[config.mk]
export PLATFORM = sky130hd
export DESIGN_NAME = epoch_seconds_to_datetime_core
export DESIGN_NICKNAME = d
export VERILOG_FILES = /design/src/hw/rtl/e2d_pkg.sv /design/src/hw/rtl/e2d_day_split.sv /design/src/hw/rtl/e2d_tod.sv /design/src/hw/rtl/e2d_civil.sv /design/src/hw/rtl/epoch_seconds_to_datetime_core.sv
export SDC_FILE = /design/constraint.sdc
export NUM_CORES = 2
export LEC_CHECK = 0
export BUFFER_PORTS_ARGS = -buffer_cell sky130_fd_sc_hd__buf_4
export CELL_PAD_IN_SITES_DETAIL_PLACEMENT = 0
export CELL_PAD_IN_SITES_GLOBAL_PLACEMENT = 1
export CORE_MARGIN = 10
export CORE_UTILIZATION = 43
export CTS_CLUSTER_DIAMETER = 150
export DETAILED_ROUTE_END_ITERATION = 8
export GPL_ROUTABILITY_DRIVEN = 0
export HOLD_SLACK_MARGIN = 0.15
export PLACE_DENSITY = 0.7
export SLEW_MARGIN = 15
export SYNTH_ARGS = -nofsm -noshare
export SYNTH_HDL_FRONTEND = slang
export SYNTH_SLANG_ARGS = --single-unit
[constraint.sdc]
create_clock -name clk_i -period 8.3 [get_ports clk_i]
set_input_delay 1.245 -clock clk_i [delete_from_list [all_inputs] [get_ports clk_i]]
set_output_delay 1.245 -clock clk_i [all_outputs]
set_load 0.02 [all_outputs]
[src/hw/rtl/e2d_pkg.sv]
// Shared types and constants for the epoch seconds to date/time core.
// No dependencies.
package e2d_pkg;

  typedef struct packed {
    logic signed [34:0] whole_seconds;
    logic        [15:0] sub_second;
  } in_word_t;

  typedef struct packed {
    logic [11:0] year_out;
    logic [3:0]  month_out;
    logic [4:0]  day_out;
    logic [4:0]  hour_out;
    logic [5:0]  minute_out;
    logic [5:0]  second_out;
    logic [15:0] fraction_out;
    logic        range_error;
  } out_word_t;

  typedef struct packed {
    logic [4:0] hour;
    logic [5:0] minute;
    logic [5:0] second;
  } tod_t;

  typedef struct packed {
    logic [11:0] year;
    logic [3:0]  month;
    logic [4:0]  day;
    logic        range_error;
  } date_t;

  localparam int unsigned MIN_YEAR = 1900;
  localparam int unsigned MAX_YEAR = 2099;

  localparam longint unsigned SEC_PER_DAY  = 86400;
  localparam longint unsigned HALF_DAY     = 43200;
  localparam int unsigned     DAYS_PER_ERA = 146097;
  localparam int unsigned     MARCH_SHIFT  = 60;
  localparam int unsigned     SEC_PER_HOUR = 3600;
  localparam int unsigned     SEC_PER_MIN  = 60;

  // bias days and eras so every intermediate stays non-negative
  localparam longint unsigned DAY_BIAS = 200000;
  localparam int unsigned     ERA_BIAS = 2;
  localparam logic [35:0] SEC_OFFSET = 36'(DAY_BIAS * SEC_PER_DAY + HALF_DAY);
  localparam logic [18:0] DAY_OFFSET =
    19'(ERA_BIAS * DAYS_PER_ERA - int'(DAY_BIAS) - MARCH_SHIFT);
  localparam int unsigned YEAR_BASE = 2000 - 400 * ERA_BIAS;

  // seconds / 86400 done as (seconds >> 7) / 675
  localparam longint unsigned DAY_DIV   = SEC_PER_DAY / 128;
  localparam logic [29:0]     DAY_RECIP = 30'(((64'd1 << 39) + DAY_DIV - 1) / DAY_DIV);

  localparam logic [17:0] HOUR_RECIP = 18'(((64'd1 << 29) + 3599) / 3600);
  localparam logic [12:0] MIN_RECIP  = 13'(((64'd1 << 18) + 59) / 60);
  localparam logic [18:0] R1460      = 19'(((64'd1 << 29) + 1459) / 1460);
  localparam logic [18:0] R36524     = 19'(((64'd1 << 34) + 36523) / 36524);
  localparam logic [18:0] R365       = 19'(((64'd1 << 27) + 364) / 365);
  localparam logic [9:0]  R100       = 10'(((64'd1 << 16) + 99) / 100);
  localparam logic [11:0] R153       = 12'(((64'd1 << 19) + 152) / 153);
  localparam logic [11:0] R5         = 12'(((64'd1 << 14) + 4) / 5);

  localparam int unsigned SPLIT_LAT = 3;
  localparam int unsigned TOD_LAT   = 4;
  localparam int unsigned CIVIL_LAT = 9;
  localparam int unsigned PIPE_LAT  = SPLIT_LAT + CIVIL_LAT;

endpackage

[src/hw/rtl/e2d_day_split.sv]
// Splits biased seconds into a day count and second of day (3 stages).
// Depends on e2d_pkg.
module e2d_day_split (
  input  logic               clk_i,
  input  logic               rst_ni,
  input  logic               valid_i,
  input  logic signed [34:0] secs_i,
  output logic               valid_o,
  output logic [16:0]        sod_o,
  output logic [18:0]        wday_o
);

  logic [e2d_pkg::SPLIT_LAT-1:0] vld_q;
  logic [35:0] u_q, u_d;
  logic [58:0] prod;
  logic [18:0] q_q;
  logic [28:0] v_q;
  logic [6:0]  lo_q;
  logic [28:0] rem_full;
  logic [16:0] sod_q;
  logic [18:0] w_q;

  assign u_d      = {secs_i[34], secs_i} + e2d_pkg::SEC_OFFSET;
  assign prod     = u_q[35:7] * e2d_pkg::DAY_RECIP;
  assign rem_full = v_q - ({10'd0, q_q} * 29'(e2d_pkg::DAY_DIV));

  always_ff @(posedge clk_i or negedge rst_ni) begin
    if (!rst_ni) begin
      vld_q <= '0;
    end else begin
      vld_q <= {vld_q[e2d_pkg::SPLIT_LAT-2:0], valid_i};
    end
  end

  always_ff @(posedge clk_i) begin
    u_q   <= u_d;
    q_q   <= prod[57:39];
    v_q   <= u_q[35:7];
    lo_q  <= u_q[6:0];
    sod_q <= {rem_full[9:0], lo_q};
    w_q   <= q_q + e2d_pkg::DAY_OFFSET;
  end

  assign valid_o = vld_q[e2d_pkg::SPLIT_LAT-1];
  assign sod_o   = sod_q;
  assign wday_o  = w_q;

endmodule

[src/hw/rtl/e2d_tod.sv]
// Second of day to hour, minute, second (4 stages).
// Depends on e2d_pkg.
module e2d_tod (
  input  logic               clk_i,
  input  logic [16:0]        sod_i,
  output e2d_pkg::tod_t      tod_o
);

  logic [34:0] ph;
  logic [24:0] pm;
  logic [16:0] sod1_q;
  logic [4:0]  hour1_q, hour2_q, hour3_q;
  logic [11:0] rem2_q, rem3_q;
  logic [5:0]  min3_q;
  e2d_pkg::tod_t tod_q;

  assign ph = sod_i * e2d_pkg::HOUR_RECIP;
  assign pm = rem2_q * e2d_pkg::MIN_RECIP;

  always_ff @(posedge clk_i) begin
    sod1_q       <= sod_i;
    hour1_q      <= ph[33:29];
    rem2_q       <= 12'(sod1_q - 17'(hour1_q) * 17'(e2d_pkg::SEC_PER_HOUR));
    hour2_q      <= hour1_q;
    min3_q       <= pm[23:18];
    rem3_q       <= rem2_q;
    hour3_q      <= hour2_q;
    tod_q.hour   <= hour3_q;
    tod_q.minute <= min3_q;
    tod_q.second <= 6'(rem3_q - 12'(min3_q) * 12'(e2d_pkg::SEC_PER_MIN));
  end

  assign tod_o = tod_q;

endmodule

[src/hw/rtl/e2d_civil.sv]
// Biased day count to Gregorian year, month, day and range flag (9 stages).
// Depends on e2d_pkg.
module e2d_civil (
  input  logic           clk_i,
  input  logic           rst_ni,
  input  logic           valid_i,
  input  logic [18:0]    wday_i,
  output logic           valid_o,
  output e2d_pkg::date_t date_o
);

  localparam logic [18:0] Era1 = 19'(e2d_pkg::DAYS_PER_ERA);
  localparam logic [18:0] Era2 = 19'(2 * e2d_pkg::DAYS_PER_ERA);
  localparam logic [18:0] Era3 = 19'(3 * e2d_pkg::DAYS_PER_ERA);

  logic [e2d_pkg::CIVIL_LAT-1:0] vld_q;

  logic [1:0]  era_d;
  logic [18:0] base_d;
  logic [1:0]  era1_q, era2_q, era3_q, era4_q, era5_q, era6_q, era7_q, era8_q;
  logic [17:0] doe1_q, doe2_q, doe3_q, doe4_q, doe5_q;
  logic [36:0] p1460, p36524, p365;
  logic [6:0]  q1460_q;
  logic [2:0]  q36524_q;
  logic        leap_q;
  logic [17:0] t_q;
  logic [8:0]  yoe4_q, yoe5_q, yoe6_q, yoe7_q, yoe8_q;
  logic [18:0] p100;
  logic [1:0]  c100_q;
  logic [8:0]  doy6_q, doy7_q, doy8_q;
  logic [10:0] n7, n8;
  logic [22:0] p153, p5;
  logic [3:0]  mp_q, month_q;
  logic [8:0]  d5_q;
  logic [11:0] year;
  logic [8:0]  day9;
  logic        bad;
  e2d_pkg::date_t date_q;

  always_comb begin
    if (wday_i >= Era3) begin
      era_d  = 2'd3;
      base_d = Era3;
    end else if (wday_i >= Era2) begin
      era_d  = 2'd2;
      base_d = Era2;
    end else if (wday_i >= Era1) begin
      era_d  = 2'd1;
      base_d = Era1;
    end else begin
      era_d  = 2'd0;
      base_d = '0;
    end
  end

  assign p1460  = doe1_q * e2d_pkg::R1460;
  assign p36524 = doe1_q * e2d_pkg::R36524;
  assign p365   = t_q * e2d_pkg::R365;
  assign p100   = yoe4_q * e2d_pkg::R100;
  assign n7     = 11'({doy6_q, 2'b00}) + 11'(doy6_q) + 11'd2;
  assign p153   = n7 * e2d_pkg::R153;
  assign n8     = 11'(mp_q) * 11'd153 + 11'd2;
  assign p5     = n8 * e2d_pkg::R5;

  assign year = 12'(e2d_pkg::YEAR_BASE) + 12'(era8_q) * 12'd400 + 12'(yoe8_q)
              + 12'(month_q <= 4'd2);
  assign day9 = doy8_q - d5_q + 9'd1;
  assign bad  = (year < 12'(e2d_pkg::MIN_YEAR)) || (year > 12'(e2d_pkg::MAX_YEAR));

  always_ff @(posedge clk_i or negedge rst_ni) begin
    if (!rst_ni) begin
      vld_q <= '0;
    end else begin
      vld_q <= {vld_q[e2d_pkg::CIVIL_LAT-2:0], valid_i};
    end
  end

  always_ff @(posedge clk_i) begin
    // era and day of era
    era1_q   <= era_d;
    doe1_q   <= 18'(wday_i - base_d);
    // century and four-year corrections
    q1460_q  <= p1460[35:29];
    q36524_q <= p36524[36:34];
    leap_q   <= (doe1_q == 18'(e2d_pkg::DAYS_PER_ERA - 1));
    doe2_q   <= doe1_q;
    era2_q   <= era1_q;
    t_q      <= doe2_q - 18'(q1460_q) + 18'(q36524_q) - 18'(leap_q);
    doe3_q   <= doe2_q;
    era3_q   <= era2_q;
    // year of era
    yoe4_q   <= p365[35:27];
    doe4_q   <= doe3_q;
    era4_q   <= era3_q;
    c100_q   <= p100[17:16];
    yoe5_q   <= yoe4_q;
    doe5_q   <= doe4_q;
    era5_q   <= era4_q;
    // day of year, March based
    doy6_q   <= 9'(doe5_q - (18'(yoe5_q) * 18'd365 + 18'(yoe5_q[8:2]) - 18'(c100_q)));
    yoe6_q   <= yoe5_q;
    era6_q   <= era5_q;
    mp_q     <= p153[22:19];
    doy7_q   <= doy6_q;
    yoe7_q   <= yoe6_q;
    era7_q   <= era6_q;
    d5_q     <= p5[22:14];
    month_q  <= (mp_q < 4'd10) ? mp_q + 4'd3 : mp_q - 4'd9;
    doy8_q   <= doy7_q;
    yoe8_q   <= yoe7_q;
    era8_q   <= era7_q;
    // final assembly
    date_q.year        <= bad ? '0 : year;
    date_q.month       <= bad ? '0 : month_q;
    date_q.day         <= bad ? '0 : day9[4:0];
    date_q.range_error <= bad;
  end

  assign valid_o = vld_q[e2d_pkg::CIVIL_LAT-1];
  assign date_o  = date_q;

endmodule

[src/hw/rtl/epoch_seconds_to_datetime_core.sv]
// Top level of the epoch seconds to date/time core.
// Depends on e2d_pkg, e2d_day_split, e2d_tod, e2d_civil.
//
// Converts signed seconds from 2000-01-01 12:00:00 into a Gregorian date and
// time of day. A word is taken on every clock edge with start high; busy is
// always low. Each word gives one result on result_o, marked by done_o for one
// cycle, once it has passed the day/second split and then the calendar
// arithmetic, with time of day worked out alongside. Results leave in input
// order and cannot be held off. Years outside 1900..2099 set range_error and
// zero year, month and day; time of day is always valid.
module epoch_seconds_to_datetime_core (
  input  logic               clk_i,
  input  logic               rst_ni,
  input  logic               start,
  output logic               busy,
  input  e2d_pkg::in_word_t  in_i,
  output logic               done_o,
  output e2d_pkg::out_word_t result_o
);

  localparam int unsigned TodPad = e2d_pkg::CIVIL_LAT - e2d_pkg::TOD_LAT;

  logic           split_vld;
  logic [16:0]    sod;
  logic [18:0]    wday;
  e2d_pkg::tod_t  tod;
  e2d_pkg::date_t date;
  logic           civil_vld;

  logic [15:0]   frac_q [e2d_pkg::PIPE_LAT];
  e2d_pkg::tod_t tod_q  [TodPad];

  assign busy = 1'b0;

  e2d_day_split u_split (
    .clk_i   (clk_i),
    .rst_ni  (rst_ni),
    .valid_i (start),
    .secs_i  (in_i.whole_seconds),
    .valid_o (split_vld),
    .sod_o   (sod),
    .wday_o  (wday)
  );

  e2d_tod u_tod (
    .clk_i (clk_i),
    .sod_i (sod),
    .tod_o (tod)
  );

  e2d_civil u_civil (
    .clk_i   (clk_i),
    .rst_ni  (rst_ni),
    .valid_i (split_vld),
    .wday_i  (wday),
    .valid_o (civil_vld),
    .date_o  (date)
  );

  always_ff @(posedge clk_i) begin
    frac_q[0] <= in_i.sub_second;
    for (int i = 1; i < e2d_pkg::PIPE_LAT; i++) begin
      frac_q[i] <= frac_q[i-1];
    end
    tod_q[0] <= tod;
    for (int i = 1; i < TodPad; i++) begin
      tod_q[i] <= tod_q[i-1];
    end
  end

  assign done_o                = civil_vld;
  assign result_o.year_out     = date.year;
  assign result_o.month_out    = date.month;
  assign result_o.day_out      = date.day;
  assign result_o.hour_out     = tod_q[TodPad-1].hour;
  assign result_o.minute_out   = tod_q[TodPad-1].minute;
  assign result_o.second_out   = tod_q[TodPad-1].second;
  assign result_o.fraction_out = frac_q[e2d_pkg::PIPE_LAT-1];
  assign result_o.range_error  = date.range_error;

endmodule

==> After elaboration in Yosys (flattened, before gate mapping) <==
Memory sizes are Yosys's and may differ from the RTL's.
Index checks and enable logic that the tools add are counted.
{ "op_classes": {"add_sub_neg": 22, "n_mul": 15, "magnitude_cmp": 7, "n_eq_ne": 1, "n_mux": 6, "reduce_logical": 2} }
{ "op_table": {"columns": ["operator", "n"], "rows": [
  ["18-bit by 16-bit multiplier with 33-bit output, second input constant", 2],
  ["29-bit by 29-bit multiplier with 57-bit output, second input constant", 1],
  ["18-bit two-way mux", 3],
  ["19-bit >= comparator, second input constant", 2],
  ["18-bit by 19-bit multiplier with 37-bit output, second input constant", 1],
  ["36-bit by 35-bit adder with 36-bit output, second input constant", 1],
  ["17-bit by 18-bit multiplier with 34-bit output, second input constant", 1],
  ["11-bit by 12-bit multiplier with 23-bit output, second input constant", 1],
  ["12-bit by 12-bit multiplier with 23-bit output, second input constant", 1],
  ["11-bit by 2-bit adder with 11-bit output, second input constant", 2],
  ["19-bit by 17-bit adder with 19-bit output, second input constant", 1],
  ["19-bit by 18-bit >= comparator with 1-bit output, second input constant", 1],
  ["11-bit by 12-bit multiplier with 19-bit output, second input constant", 1],
  ["19-bit by 10-bit multiplier with 10-bit output, second input constant", 1],
  ["18-bit by 3-bit adder with 18-bit output", 1],
  ["18-bit == test, second input constant", 1],
  ["18-bit by 1-bit subtractor with 18-bit output", 1],
  ["18-bit subtractor", 1],
  ["18-bit by 7-bit subtractor with 18-bit output", 1],
  ["9-bit by 6-bit multiplier with 14-bit output, second input constant", 1],
  ["11-bit by 11-bit adder with 12-bit output, first input constant", 1],
  ["12-bit by 1-bit adder with 12-bit output", 1],
  ["12-bit by 9-bit adder with 12-bit output", 1],
  ["12-bit > comparator, second input constant", 1],
  ["other kinds (23)", 24]
]} }
{ "totals": {"regBits": 397, "ram_bits": 277, "out_inout_bits": 57, "wordCells": 107, "n_memories": 2} }
{ "memory_table": {"columns": ["name", "words", "word_bits", "read_ports", "rd_clocked_by_memory_dff", "write_ports", "line_no", "source"], "rows": [
  ["frac_q", 12, 16, 12, 0, 12, "epoch_seconds_to_datetime_core.sv:30", "logic [15:0] frac_q [e2d_pkg::PIPE_LAT];"],
  ["tod_q", 5, 17, 5, 0, 5, "epoch_seconds_to_datetime_core.sv:31", "e2d_pkg::tod_t tod_q [TodPad];"]
]} }

==> Longest topological paths before layout <==
{ "logic_depth": {"depth_word": 6, "mapped_depth": 28, "ltp_nobuf": 28} }

==> Modules after synthesis <==
Synthesis repeated with hierarchy kept, for this count alone.
{ "unflattened": {"cells_unflattened": 5270, "area_unflattened_um2": 57630.3} }
{ "modules_own_cells": {"columns": ["mod", "n_inst", "cells_each", "area_each_um2", "seq_area_each_um2"], "rows": [
  ["e2d_civil", 1, 2774, 28935.3, 4409.2],
  ["e2d_day_split", 1, 1444, 15354.7, 2237.1],
  ["e2d_tod", 1, 757, 7663.6, 1361.3],
  ["epoch_seconds_to_datetime_core", 1, 295, 5676.7, 5545.3]
]} }

==> Worst setup path before layout <==
Ideal clock, no wire load.
{ "synth_timing": {"kind": "reg2reg", "from": "reg u_split.u_q[16]", "to": "reg u_split.q_q[18]", "t_arrival_ps": 6415, "required_time_ps": 8180, "slack_ps": 1765, "path_stages_with_launch": 23, "n_path_buf": 0, "synth_period_minus_slack_ps": 6535, "cell_sequence": "dfxtp_1 > fa_1 > ha_1 > inv_1 > fa_1 > fa_1 > inv_1 > fa_1 > fa_1 > fa_1 > inv_1 > fa_1 > inv_1 > ha_1 > a211oi_1 > nand4_1 > a41oi_1 > or3b_1 > nor3_1 > nor2_1 > a2111oi_0 > o21ai_1 > xnor2_1"} }
{ "synth_between": {"elab_chain_cells": 1} }
{ "synth_lines": {"columns": ["item", "line_no", "source"], "rows": [
  ["start, declared", "e2d_day_split.sv:14", "logic [35:0] u_q, u_d;"],
  ["start signal, assigned", "e2d_day_split.sv:36", "u_q <= u_d;"],
  ["29-bit by 29-bit multiplier with 57-bit output", "e2d_day_split.sv:24", "assign prod = u_q[35:7] * e2d_pkg::DAY_RECIP;"],
  ["net u_split.prod[57]", "e2d_day_split.sv:15", "logic [58:0] prod;"],
  ["end signal, assigned", "e2d_day_split.sv:37", "q_q <= prod[57:39];"],
  ["end, declared", "e2d_day_split.sv:16", "logic [18:0] q_q;"]
]} }
The timed path passes the listed nets, and every way through them passes these cells.
A chain may end at the register's enable or synchronous reset.

==> Worst setup path after layout <==
{ "layout_timing": {"from": "reg u_split.u_q[18]", "to": "reg u_split.q_q[18]"} }
The elaborated chain is that of the path after synthesis.

==> out/results.txt <==
status - completed
IO Pins - 111
IO buf count - 109
CTS max path bufs - 3
hold path depth - 0
final hold vios - 0
Final Setup Violations - 0
DRT antenna net count - 0
H-tree levels - 3
first-pass GRT wire length - 184000 um
clk slew on worst S/H paths - 0.06 ns
Worst Skew - 0.0328 ns
ys async rst share - 1.78%
Starting Density - 43.3%
total core area - 130000 um^2
Yosys cell types - 85
Arr. time, crit path - 7.59 ns
mux cell area share after synthesis - 0.0557%
initial drt markers - 1110
worst-path fanout max - 11
die span in x - 381 um
Most Frequent Cell on Critical Path - fa_1
setup tns final - 0 ns
Top FF cell, synth - dfxtp_1
post-cts sizing count - 0
critical path, cell by cell - fa_1 > ha_1 > inv_1 > fa_1 > fa_1 > inv_1 > fa_1 > fa_1 > fa_1 > inv_1 > fa_1 > inv_1 > ha_1 > a211oi_1 > nand4_1 > a41oi_1 > or3b_1 > nor3_1 > nor2_1 > a2111oi_0 > o21ai_1 > xnor2_1
largest family of logic cells by synthesized area - adder cells
vias in the first global route - 35500
simple-gate portion of the synthesized area - 3.65%
clock sink total - 674
CP max stage delay - 0.54 ns
adder-cell share of the synthesized area - 55.0%
cts bufs inserted - 74
Clock Tree Root - clkbuf_16
crit start category - flop
First-pass DRT Iterations - 5
minimum clock period - 7.02 ns
# hold bufs at CTS - 0
slew at the pin closest to its max-slew limit - 0.976 ns
Skew-Pair Late Insertion Delay - 0.68 ns
DIE AREA - 146000 um^2
Yosys reg bits - 674
synth top area cells - ha_1 29%, fa_1 26%, dfxtp_1 24%
complex-gate fraction of the synthesized area - 4.89%
fin nets - 7318
Post-Syn Area - 56200 um^2
routed vias - 32600
RSZ-0062 raised after global routing - false
Hold Crit Class - flop to flop
syn_area_per_cell - 11.1 um^2
Area Overhead vs Synth - 9.79%
Post-synth EDFFs - 0
sequential area share after synthesis - 24.1%
DRC Markers - 0
All-Layer GR Usage - 15.7%
final WL - 110000 um
Vias per Instance - 4.63
largest net degree at the start of global routing - 16
Mapped Cells - 5044
Fin Hold WS - 0.320 ns
Req. time, crit path - 8.87 ns
antenna violations before repair - 0
Yosys top cell by area - ha_1
Synth Warn # - 0
top-count cell post-synth - ha_1
Worst R2R Path Depth - 22
# rows - 132
total gr overflow - 0
crit end category - flop
Max Transition Viols Final - 0
Slew Limit Headroom - 34.9%
final worst path period share - 84.6%
fmax - 0.142 GHz
layout cell share with drive strength beyond 1 - 5.24%
HPWL Detailed - 94000 um
Setup CP Type - flop to flop
Diodes inserted - 0
top post-synthesis cells by count - 1316 x ha_1, 1245 x inv_1, 722 x fa_1
area fraction of the dominant cell type after synthesis - 29.3%
Die Y - 381 um
Avg WL per Cell - 15.6 um
CTS tree - yes
Max-Cap Viols - 0
Worst path slowest cell - fa_1
area share of xor/xnor cells in the synthesized design - 3.62%
Setup Buffers After CTS - 0
syn_nets - 7136
area by class of cell:
cell class / count / area [um^2]
flip-flops and latches: 674 / 13600
multi-input cells: 3101 / 37800
well taps: 1742 / 2180
fillers: 12100 / 68000
repair buffers: 129 / 968
inverters: 1246 / 4680
clock buffers: 99 / 2090
clock inverters: 36 / 430
kinds of logic after synthesis:
| kind of cell | count (synthesis) |
|---|---|
| buf+inv | 1269 |
| fa+ha+maj | 2038 |
| other cells | 1 |
| simple gates | 416 |
| xor+xnor | 232 |
| compound gates | 411 |
| mux | 3 |
| flops | 674 |
critical path, delay by kind of cell (launching register included):
| kind | cells | cell delay (ns) |
|---|---|---|
| adders and majority gates | 9 | 4.12 |
| AOI/OAI and AO/OA | 4 | 1.05 |
| and+or+nand+nor | 4 | 0.87 |
| DFF | 1 | 0.52 |
| buffers and inverters | 4 | 0.19 |
| xor gates and xnor gates | 1 | 0.14 |
path summary, 6_finish.rpt:
check	to	from	slack, ns
worst max-delay path	u_split.q_q[18]	u_split.u_q[18]	1.28
worst min-delay path	frac_q[2][36]	frac_q[2][20]	0.32
worst max register to register	u_split.q_q[18]	u_split.u_q[18]	1.28
worst min register to register	frac_q[2][36]	frac_q[2][20]	0.32
max in group asynchronous	u_civil.vld_q[6]	rst_ni	7.74
min in group asynchronous	u_civil.vld_q[8]	rst_ni	0.41
cells in the final DEF, fill, tap and decap left out, types with 14 or more instances in the layout:
cell type,Yosys,layout
and2_1,19,19
fa_1,722,722
buf_4,19,129
a21o_1,67,67
clkbuf_8,0,14
nand2b_1,22,22
o21a_1,21,21
xor2_1,61,61
xnor2_1,171,171
inv_1,1245,1245
ha_1,1316,1316
dfxtp_1,662,662
nor2b_1,19,19
nand4_1,24,24
a21oi_1,112,112
nand3_1,32,32
nor3_1,41,41
nand2_1,93,93
clkbuf_16,0,74
nor2_1,107,107
o21bai_1,18,18
a211oi_1,16,16
and3_1,14,14
o21ai_0,65,65
flip-flops by register name, indices dropped and copies added, names as in the netlist, 10 cells and up:
name            cells
u_split.sod_o      17
u_tod.tod_o        17
frac_q            192
tod_q              85
u_split.v_q        10
u_tod.sod1_q       12
u_split.u_q        36
u_civil.t_q        18
u_civil.doe2_q     18
u_split.q_q        19
u_civil.doe1_q     18
u_split.wday_o     19
u_civil.date_o     22
u_tod.rem2_q       12
metal layers:
layer,share of wire (%),GRT usage (%),wire (um)
met5,0,0,0
met4,2.5,4.46,2720
met3,3.4,2.46,3730
met2,48,26.8,52700
met1,46,20.4,50400
stage by stage:
stage                     setup WS [ns]  cell area (um^2)  util, %  cells
after floorplan                    1.76             56200        -   5044
after global placement             1.36             59200     45.6   6892
after detailed placement           1.27             59200     45.6   6892
after CTS                          1.27             61700     47.6   7027
after global routing              0.821             61700     47.6   7027
final                              1.28             61700     47.6   7027
Power is not shown: default switching activity piles up to over one toggle a cycle in this logic, so the estimate is an artifact.
